$ cat config.mk
export PLATFORM = sky130hd
export DESIGN_NAME = cut_vertex_finder_core
export DESIGN_NICKNAME = d
export VERILOG_FILES = /design/src/rtl/cvf_pkg.sv /design/src/rtl/cut_vertex_finder_core.sv
export SDC_FILE = /design/constraint.sdc
export NUM_CORES = 2
export LEC_CHECK = 0
export ABC_AREA = 1
export BUFFER_PORTS_ARGS = -buffer_cell sky130_fd_sc_hd__buf_2
export CORE_ASPECT_RATIO = 1.5
export CORE_MARGIN = 1.5
export CORE_UTILIZATION = 51
export DETAILED_ROUTE_END_ITERATION = 8
export PLACE_DENSITY = 0.72
export SYNTH_ARGS = -nofsm -noshare
export SYNTH_HDL_FRONTEND = slang
export SYNTH_SLANG_ARGS = --single-unit
$ cat constraint.sdc
create_clock -name i_clk -period 6.3 [get_ports i_clk]
set_clock_uncertainty 0.1 [all_clocks]
set_input_delay 1.575 -clock i_clk [delete_from_list [all_inputs] [get_ports i_clk]]
set_output_delay 1.575 -clock i_clk [all_outputs]
set_load 0.01 [all_outputs]
$ cat src/rtl/cvf_pkg.sv
// cvf_pkg: shared constants for the cut vertex finder.
// Used by cut_vertex_finder_core; no dependencies.
package cvf_pkg;

    localparam int MAX_VERTICES_DEF = 32;
    localparam int ROW_W            = 32;
    localparam int FIELD_W          = 6;
    localparam int APB_DATA_W       = 32;
    localparam int APB_ADDR_W       = 3;

    localparam logic [APB_ADDR_W-3:0] REG_VERTEX_COUNT = '0;
    localparam logic [FIELD_W-1:0]    VERTEX_COUNT_RST = 6'd32;

endpackage

$ cat src/rtl/cut_vertex_finder_core.sv
// cut_vertex_finder_core: brute force articulation point search on a bit-row
// adjacency matrix, using one shared reachability unit and a small sequencer.
// Depends on cvf_pkg.
//
//  channel   direction  handshake                  payload
//  input     in         i_in_valid / o_in_stall    i_row_bits
//  result    out        o_out_valid / i_out_stall  vertex number, cut flag, totals
//  config    in/out     APB (psel, penable, ...)   vertex_count at byte address 0
//
// Rows are written into the store as they arrive; the row that completes the matrix starts the
// analysis, and o_in_stall stays high until the last result is loaded.
// Analysis runs V+1 reachability passes. A pass reads one row per frontier vertex,
// waits for the last read to merge, seeds each new component and then closes;
// each removal pass adds an emit step.
// Reset clears control state and sets vertex_count to 32; the matrix store has
// no reset. A stalled result holds the sequencer before the next removal pass.
module cut_vertex_finder_core #(
    parameter int MAX_VERTICES = cvf_pkg::MAX_VERTICES_DEF
) (
    input  logic                              i_clk,
    input  logic                              i_rst_n,

    input  logic                              i_in_valid,
    output logic                              o_in_stall,
    input  logic [cvf_pkg::ROW_W-1:0]         i_row_bits,

    output logic                              o_out_valid,
    input  logic                              i_out_stall,
    output logic [cvf_pkg::FIELD_W-1:0]       o_vertex_number,
    output logic                              o_is_cut,
    output logic [cvf_pkg::FIELD_W-1:0]       o_cut_total,
    output logic [cvf_pkg::FIELD_W-1:0]       o_base_components,
    output logic                              o_last_result,

    input  logic                              psel,
    input  logic                              penable,
    input  logic                              pwrite,
    input  logic [cvf_pkg::APB_ADDR_W-1:0]    paddr,
    input  logic [cvf_pkg::APB_DATA_W-1:0]    pwdata,
    output logic [cvf_pkg::APB_DATA_W-1:0]    prdata,
    output logic                              pready
);

    localparam int W  = MAX_VERTICES;
    localparam int VW = $clog2(MAX_VERTICES + 1);
    localparam int IW = $clog2(MAX_VERTICES);
    localparam int EW = (VW > cvf_pkg::FIELD_W) ? VW : cvf_pkg::FIELD_W;

    typedef enum logic [2:0] {
        S_IDLE   = 3'b001,
        S_EXPAND = 3'b010,
        S_EMIT   = 3'b100
    } t_state;

    function automatic logic [IW-1:0] low_index(input logic [W-1:0] v);
        logic [IW-1:0] idx;
        idx = '0;
        for (int j = W - 1; j >= 0; j--) begin
            if (v[j]) idx = IW'(j);
        end
        return idx;
    endfunction

    t_state                    r_state, n_state;
    logic [cvf_pkg::FIELD_W-1:0] r_vertex_count, n_vertex_count;
    logic [VW-1:0]             r_rows_loaded, n_rows_loaded;
    logic [VW-1:0]             r_pass, n_pass;
    logic [VW-1:0]             r_comp, n_comp;
    logic [VW-1:0]             r_base, n_base;
    logic [VW-1:0]             r_cut, n_cut;
    logic [W-1:0]              r_visited, n_visited;
    logic [W-1:0]              r_pend, n_pend;
    logic                      r_rd_valid, n_rd_valid;
    logic [W-1:0]              r_rd_data;
    logic                      r_out_valid, n_out_valid;

    logic [W-1:0]              mem [W];

    logic [EW-1:0]             vc_ext;
    logic [VW-1:0]             act;
    logic [W-1:0]              vmask;
    logic [W-1:0]              row_ext;
    logic [W-1:0]              merge_new;
    logic [W-1:0]              unvisited;
    logic [W-1:0]              search;
    logic [IW-1:0]             pick;
    logic [W-1:0]              pick_bit;
    logic [VW-1:0]             row_idx;
    logic                      in_xfer;
    logic                      cfg_wr;
    logic                      out_free;
    logic                      out_load;
    logic                      is_cut;

    assign pready     = 1'b1;
    assign o_in_stall = (r_state != S_IDLE);
    assign in_xfer    = i_in_valid && !o_in_stall;
    assign cfg_wr     = psel && penable && pwrite
                        && (paddr[cvf_pkg::APB_ADDR_W-1:2] == cvf_pkg::REG_VERTEX_COUNT);
    assign prdata     = (paddr[cvf_pkg::APB_ADDR_W-1:2] == cvf_pkg::REG_VERTEX_COUNT)
                        ? cvf_pkg::APB_DATA_W'(r_vertex_count) : '0;
    assign out_free   = !r_out_valid || !i_out_stall;
    assign out_load   = (r_state == S_EMIT) && out_free;
    assign is_cut     = r_comp > r_base;
    assign o_out_valid = r_out_valid;

    always_comb begin
        vc_ext = EW'(r_vertex_count);
        if (vc_ext == '0) begin
            act = VW'(1);
        end else if (vc_ext > EW'(MAX_VERTICES)) begin
            act = VW'(MAX_VERTICES);
        end else begin
            act = VW'(vc_ext);
        end
        for (int j = 0; j < W; j++) begin
            vmask[j] = VW'(j) < act;
        end
    end

    assign row_ext   = W'(i_row_bits);
    assign merge_new = r_rd_valid ? (r_rd_data & vmask & ~r_visited) : '0;
    assign unvisited = ~r_visited & vmask;
    assign search    = (r_pend != '0) ? r_pend : unvisited;
    assign pick      = low_index(search);
    assign pick_bit  = W'(1) << pick;
    assign row_idx   = (r_rows_loaded >= act) ? '0 : r_rows_loaded;

    always_comb begin
        n_state        = r_state;
        n_vertex_count = r_vertex_count;
        n_rows_loaded  = r_rows_loaded;
        n_pass         = r_pass;
        n_comp         = r_comp;
        n_base         = r_base;
        n_cut          = r_cut;
        n_visited      = r_visited;
        n_pend         = r_pend;
        n_rd_valid     = 1'b0;
        n_out_valid    = r_out_valid && i_out_stall;

        unique case (r_state)
            S_IDLE: begin
                if (in_xfer) begin
                    if (VW'(row_idx + 1'b1) == act) begin
                        n_rows_loaded = '0;
                        n_pass        = '0;
                        n_comp        = '0;
                        n_cut         = '0;
                        n_visited     = '0;
                        n_pend        = '0;
                        n_state       = S_EXPAND;
                    end else begin
                        n_rows_loaded = VW'(row_idx + 1'b1);
                    end
                end
            end
            S_EXPAND: begin
                n_visited = r_visited | merge_new;
                n_pend    = r_pend | merge_new;
                if (r_pend != '0) begin
                    n_pend     = (r_pend & ~pick_bit) | merge_new;
                    n_rd_valid = 1'b1;
                end else if (r_rd_valid) begin
                    n_rd_valid = 1'b0;
                end else if (unvisited != '0) begin
                    n_visited = r_visited | pick_bit;
                    n_pend    = pick_bit;
                    n_comp    = VW'(r_comp + 1'b1);
                end else if (r_pass == '0) begin
                    n_base    = r_comp;
                    n_pass    = VW'(1);
                    n_visited = W'(1);
                    n_pend    = '0;
                    n_comp    = '0;
                end else begin
                    n_state = S_EMIT;
                end
            end
            S_EMIT: begin
                if (out_free) begin
                    n_out_valid = 1'b1;
                    n_cut       = VW'(r_cut + VW'(is_cut));
                    if (r_pass == act) begin
                        n_state = S_IDLE;
                    end else begin
                        n_pass    = VW'(r_pass + 1'b1);
                        n_visited = W'(1) << r_pass[IW-1:0];
                        n_pend    = '0;
                        n_comp    = '0;
                        n_state   = S_EXPAND;
                    end
                end
            end
            default: n_state = S_IDLE;
        endcase

        if (cfg_wr) begin
            n_vertex_count = pwdata[cvf_pkg::FIELD_W-1:0];
            n_rows_loaded  = '0;
        end
    end

    always_ff @(posedge i_clk) begin
        if (!i_rst_n) begin
            r_state        <= S_IDLE;
            r_vertex_count <= cvf_pkg::VERTEX_COUNT_RST;
            r_rows_loaded  <= '0;
            r_pass         <= '0;
            r_comp         <= '0;
            r_base         <= '0;
            r_cut          <= '0;
            r_visited      <= '0;
            r_pend         <= '0;
            r_rd_valid     <= 1'b0;
            r_out_valid    <= 1'b0;
        end else begin
            r_state        <= n_state;
            r_vertex_count <= n_vertex_count;
            r_rows_loaded  <= n_rows_loaded;
            r_pass         <= n_pass;
            r_comp         <= n_comp;
            r_base         <= n_base;
            r_cut          <= n_cut;
            r_visited      <= n_visited;
            r_pend         <= n_pend;
            r_rd_valid     <= n_rd_valid;
            r_out_valid    <= n_out_valid;
        end
    end

    // adjacency store: one write port for rows, one registered read port
    always_ff @(posedge i_clk) begin
        if (in_xfer) begin
            mem[row_idx[IW-1:0]] <= row_ext & vmask;
        end
        r_rd_data <= mem[pick];
    end

    always_ff @(posedge i_clk) begin
        if (out_load) begin
            o_vertex_number   <= cvf_pkg::FIELD_W'(r_pass);
            o_is_cut          <= is_cut;
            o_cut_total       <= cvf_pkg::FIELD_W'(r_cut + VW'(is_cut));
            o_base_components <= cvf_pkg::FIELD_W'(r_base);
            o_last_result     <= (r_pass == act);
        end
    end

    a_visited_in_range: assert property (@(posedge i_clk) disable iff (!i_rst_n)
        (r_state == S_EXPAND) |-> ((r_visited & ~vmask) == '0))
        else $error("visited set holds vertices beyond the active count");

    a_comp_bound: assert property (@(posedge i_clk) disable iff (!i_rst_n)
        (r_state != S_IDLE) |-> (r_comp <= act))
        else $error("component count exceeds vertex count");

    a_cut_bound: assert property (@(posedge i_clk) disable iff (!i_rst_n)
        r_cut <= r_pass)
        else $error("cut count exceeds vertices examined");

    a_read_in_expand: assert property (@(posedge i_clk) disable iff (!i_rst_n)
        r_rd_valid |-> (r_state == S_EXPAND))
        else $error("row read in flight outside expansion");

    a_last_to_idle: assert property (@(posedge i_clk) disable iff (!i_rst_n)
        (out_load && (r_pass == act)) |=> (r_state == S_IDLE && o_out_valid && o_last_result))
        else $error("final result did not return the sequencer to idle");

endmodule

[After elaboration in Yosys (flattened, before gate mapping)]
Memory sizes are Yosys's and may differ from the RTL's. A register that Yosys moved wholly into a read port is not among the register bits.
Index checks and enable logic that the tools add are counted.
Storage, ports and cells
  bits in registers: 125
  logic and storage cells: 202
  input port bits: 74
  memory bits (writable): 1024
  latch bits: 0
  ROM bits: 0
  output and inout bits: 55
  memories: 1
Cells by class
  shifts and indexed selects: 2
  divide/modulo/power cells: 0
  bitwise logic cells: 16
  $mul: 0
  magnitude comparators: 35
  equality and inequality tests: 16
  mux-type cells: 87
  reduce and logical (&&, ||, !) cells: 25
  add/subtract/negate cells: 4
Memory list
  mem: depth 32, width 32, read ports 1, clocked after memory_dff 1, write ports 1, RTL line cut_vertex_finder_core.sv:77  | logic [W-1:0] mem [W];
Operator list (number)
  $mux 32: 16
  $pmux 32 s3: 2
  $and 32x32->32: 5
  $mux 5: 32
  $or 32x32->32: 4
  $mux 6: 20
  $lt 5x6->1 const A: 16
  $not 32->32: 2
  $reduce_bool 32->1: 2
  $shl 1x5->32 const A: 2
  $lt 4x6->1 const A: 8
  $pmux 6 s3: 2
  $lt 3x6->1 const A: 4
  $mux 3: 7
  $add 6x1->6 const B: 3
  $ne 2x2->1 const B: 9
  $eq 6x6->1: 2
  $logic_not 6->1: 2
  $lt 1x6->1 const A: 2
  $lt 2x6->1 const A: 2
  $pmux 6 s2: 1
  $reduce_and 5->1: 2
  $pmux 3 s3: 1
  $reduce_and 9->1: 1
  22 further kinds: 38

[Longest topological paths before layout]
  depth in word-level cells: 44
  depth in mapped cells: 45
  gate-level depth less buffers: 44

[Worst setup path before layout]
OpenSTA, ideal clock, no wires.
  kind: reg2reg
  from: register r_vertex_count[5] (netlist bit)
  to: register r_pass[3]
  arrival time: 4.267 ns
  path buffers: 2
  path slack: 1.796 ns
  cell stages (with the launch flop): 24
  clock period less this slack: 4.504 ns
  data required time: 6.063 ns
  setup time: 0.137 ns
  cell sequence: dfxtp_1 buf_2 inv_2 buf_2 nand2_1 ha_1 a21oi_1 o221a_2 nand2_1 nor2_1 inv_1 ha_1 xor2_1 nand3_1 nor4_1 nand3_1 inv_1 nor2_1 nor2_1 o21ai_1 nor3_1 o21ai_1 o21ai_0 nor3b_1
Between the ends
  cells in the longest elaborated chain, start to end: 9
Ends and longest elaborated chain
  start: declaration: RTL line cut_vertex_finder_core.sv:65  | logic [cvf_pkg::FIELD_W-1:0] r_vertex_count, n_vertex_count;
  start signal: assignment: RTL line cut_vertex_finder_core.sv:207  | r_vertex_count <= cvf_pkg::VERTEX_COUNT_RST;
  start signal: assignment: RTL line cut_vertex_finder_core.sv:219  | r_vertex_count <= n_vertex_count;
  $gt 6x6->1: RTL line cut_vertex_finder_core.sv:111  | end else if (vc_ext > EW'(MAX_VERTICES)) begin
  $mux 6: RTL line cut_vertex_finder_core.sv:111
  $mux 6 *: RTL line cut_vertex_finder_core.sv:109  | if (vc_ext == '0) begin
  $ge 6x6->1: RTL line cut_vertex_finder_core.sv:127  | assign row_idx = (r_rows_loaded >= act) ? '0 : r_rows_loaded;
  $mux 6: RTL line cut_vertex_finder_core.sv:127
  $add 6x1->6: RTL line cut_vertex_finder_core.sv:145  | if (VW'(row_idx + 1'b1) == act) begin
  $eq 6x6->1: RTL line cut_vertex_finder_core.sv:145
  $ne 2x2->1 (no line)
  $reduce_and 9->1 (no line) *
  end signal: assignment: RTL line cut_vertex_finder_core.sv:221  | r_pass <= n_pass;
  end: declaration: RTL line cut_vertex_finder_core.sv:67  | logic [VW-1:0] r_pass, n_pass;
Mark *: on every way between the ends. The rest lies on a longest branch, timed or not.
A chain may end at the register's enable or synchronous reset.

[Final worst setup path]
  from: register r_vertex_count[5] (netlist bit)
  to: register r_pass[5]
The elaborated chain is that of the path after synthesis.

==> results.sh <==
export IMPL_synthTopCellsByArea="edfxtp_1 (63%), nand2_1 (11%), dfxtp_1 (5.5%), nand3_1 (5.2%), a21oi_1 (4.6%)"
export IMPL_vias=36660
export IMPL_synth_seq_area_share_pct=68.20
export IMPL_min_path_type="register to register"
export IMPL_viasPerCell=5.898
export IMPL_tightest_slew_ns=1.333
export IMPL_fin_ws_ns=0.9244
export IMPL_clk_latency_ns=0.72
export IMPL_required_ns=6.76
export IMPL_maxSlewHeadroom_pct=11.01
export IMPL_synth_most_common_cell="nand2_1"
export IMPL_hpwl_um=91460
export IMPL_hold_viol=0
export IMPL_cp_max_fo=11
export IMPL_clkTransAtPathRegs_ns=0.07
export IMPL_cts_buffers_inserted=101
export IMPL_core_area_um2=97040
export IMPL_cts_tree="built"
export IMPL_grt_pass1_vias=34970
export IMPL_drive_gt1_share_pct=9.804
export IMPL_netlist_area_um2=49990
export IMPL_peakVddDrop_uv=220.3
export IMPL_finalMaxSlewViolations=0
export IMPL_gr_total_overflow=0
export IMPL_synth_edf_count=1044
export IMPL_pre_cts_slack_ns=0.9926
export IMPL_power_density_nw_per_um2=282.6
export IMPL_dr_pass1_iters=6
export IMPL_num_io_pins=129
export IMPL_syn_inst=4756
export IMPL_synth_common_cells="nand2_1 (1,476), edfxtp_1 (1,044), nand3_1 (520)"
export IMPL_post_synth_cell_area_avg_um2=10.51
export IMPL_synth_top_flop_cell="edfxtp_1"
export IMPL_reg2reg_slack_ns=0.92
export IMPL_p_total_mw=15.77
export IMPL_grt_max_degree=72
export IMPL_cpPeakStageDelay_ns=0.63
export IMPL_ys_warn_count=0
export IMPL_port_buffers=73
export IMPL_r2r_end="r_pass[5]$_SDFFE_PN0P_"
export IMPL_cts_sinks=1181
export IMPL_end_kind="register"
export IMPL_synthToLayoutAreaGrowth_pct=11.62
export IMPL_setup_violations=0
export IMPL_slowest_stage="dfxtp_1"
export IMPL_power_leakage_nw=20.63
export IMPL_dieArea_um2=99940
export IMPL_arrival_ns=5.83
export IMPL_reg2reg_from="r_vertex_count[5]$_SDFFE_PN1P_"
export IMPL_ys_types=47
export IMPL_fillers=7956
export IMPL_drv_cap=0
export IMPL_post_cts_resized=0
export IMPL_cp_cell_sequence="inv_2 -> nand2_1 -> ha_1 -> a21oi_1 -> o221a_2 -> nand2_1 -> nor2_1 -> inv_1 -> ha_1 -> xor2_1 -> nand3_1 -> nor4_1 -> nand3_1 -> inv_1 -> nor2_1 -> nor2_1 -> o21ai_4 -> nor3_1 -> buf_4 -> o21ai_1 -> o21ai_0 -> nor3b_1"
export IMPL_crit_top_cell="nor2_1"
export IMPL_min_period_ns=5.376
export IMPL_min_delay_start="r_rows_loaded[0]$_SDFFE_PP0P_"
export IMPL_synthArstFlopShare_pct=0
export IMPL_track_usage_pct=30.69
export IMPL_hold_end="r_rows_loaded[0]$_SDFFE_PP0P_"
export IMPL_start_util_pct=51.51
export IMPL_critPathKind="register to register"
export IMPL_hold_buffers=0
export IMPL_nets=4949
export IMPL_std_cell_rows=140
export IMPL_synth_seq_cells=1181
export IMPL_ant_nets=0
export IMPL_ff2ff_path_depth=22
export IMPL_antenna_found_initial=3
export IMPL_drt_initial_drc_count=4517
export IMPL_synth_top_area_share_pct=62.72
export IMPL_gp_congestion=1.022
export IMPL_cts_root_buffer="clkbuf_16"
export IMPL_timing_fmax_mhz=186.0
export IMPL_htree_levels=3
export IMPL_grt_setup_unrepaired="false"
export IMPL_die_h_um=386.4
export IMPL_fin_setup_tns_ns=0
export IMPL_yosys_area_top_type="edfxtp_1"
export IMPL_routed_wl_um=153700
export IMPL_routedWlPerCell_um=24.73
export IMPL_drc=0
export IMPL_post_cts_buffers=0
export IMPL_grt_pass1_wl_um=224500
export IMPL_die_w_um=258.6
export IMPL_hold_depth=2
export IMPL_timing_final_crit_share_pct=85.33
export IMPL_status="finished, final reports clean"
export IMPL_start_kind="register"
export IMPL_cts_max_path_buffers=3
## logic make-up after synthesis
logic type / synth area share [%]
and+or+nand+nor: 19.74
DFF: 68.20
AOI/OAI and AO/OA: 6.696
buffers and inverters: 4.423
adders and majority gates: 0.6258
xor gates and xnor gates: 0.2979
other: 0.01502
## critical path: cells and delay by family (launching register included)
| family | cells | cell delay (ns) |
|---|---|---|
| AND/OR/NAND/NOR | 10 | 1.72 |
| AO/OA/AOI/OAI | 5 | 1.26 |
| buffers and inverters | 4 | 0.75 |
| flip-flops | 1 | 0.63 |
| adder cells (fa/ha/maj) | 2 | 0.62 |
| XOR/XNOR | 1 | 0.16 |
## sequential cells by signal, indices dropped and copies added, names as in the netlist, 32 cells and up
register,flops
r_rd_data,32
mem,1024
r_pend,32
r_visited,32
## power breakdown
part           switching [mW]  total (mW)  internal, mW
registers              0.0890        8.74          8.65
clock network            2.83        6.19          3.36
logic                   0.625       0.829         0.205
## cells in the final DEF (no fill, tap or decap), drive strengths merged, types with 11 or more instances in the layout
cell / Yosys / layout
nand2: 1481 / 1481
edfxtp: 1044 / 1044
nand3: 521 / 521
a21oi: 464 / 464
nor2: 284 / 284
inv: 245 / 247
buf: 162 / 220
clkbuf: 92 / 146
o21ai: 141 / 141
dfxtp: 137 / 137
clkinv: 4 / 38
nor3: 36 / 36
conb: 2 / 27
ha: 25 / 25
nand4: 18 / 18
or2: 17 / 17
xor2: 14 / 14
nor4: 12 / 12
a31oi: 11 / 11
## stage by stage
stage          utilization, %  std cells  hold slack (ns)  instance area [um2]
2_1_floorplan               -       4781           0.3249                50080
3_3_place_gp            54.15       6025           0.3519                52550
3_5_place_dp            54.15       6025           0.3518                52550
4_1_cts                 57.49       6215           0.3679                55790
5_1_grt                 57.49       6215           0.3920                55790
6_report                57.49       6216           0.3654                55790
## metal layers
layer / part of all wire [%] / up-vias / GRT usage, %
li1: - / 16490 / -
met5: 0.0085 / - / 0
met2: 48 / 2077 / 50.93
met1: 35 / 17580 / 37.27
met3: 9.4 / 511 / 4.730
met4: 7.2 / 2 / 19.63
## worst max path at each step
stage | start | end | depth (start not counted)
floorplan | r_vertex_count[5]$_SDFFE_PN1P_ | r_pass[3]$_SDFFE_PN0P_ | 23
global placement | r_vertex_count[5]$_SDFFE_PN1P_ | r_pass[3]$_SDFFE_PN0P_ | 22
detailed placement | r_vertex_count[5]$_SDFFE_PN1P_ | r_pass[5]$_SDFFE_PN0P_ | 22
CTS | r_vertex_count[5]$_SDFFE_PN1P_ | r_pass[5]$_SDFFE_PN0P_ | 22
global route | r_vertex_count[5]$_SDFFE_PN1P_ | r_pass[3]$_SDFFE_PN0P_ | 24
finish | r_vertex_count[5]$_SDFFE_PN1P_ | r_pass[5]$_SDFFE_PN0P_ | 22
## layout make-up
| class | instances | area (um2) | share of cell area, % |
|---|---|---|---|
| multi-input cells | 3097 | 14130 | 25.32 |
| diodes | 1 | 2.502 | 0.004485 |
| clock buffers | 146 | 2848 | 5.104 |
| well taps | 1278 | 1599 | 2.866 |
| repair buffers | 220 | 1769 | 3.171 |
| clock inverters | 44 | 399.1 | 0.7154 |
| flip-flops and latches | 1181 | 34090 | 61.11 |
| inverters | 249 | 955.9 | 1.713 |
No activity file was read; power rests on OpenSTA's default activity.
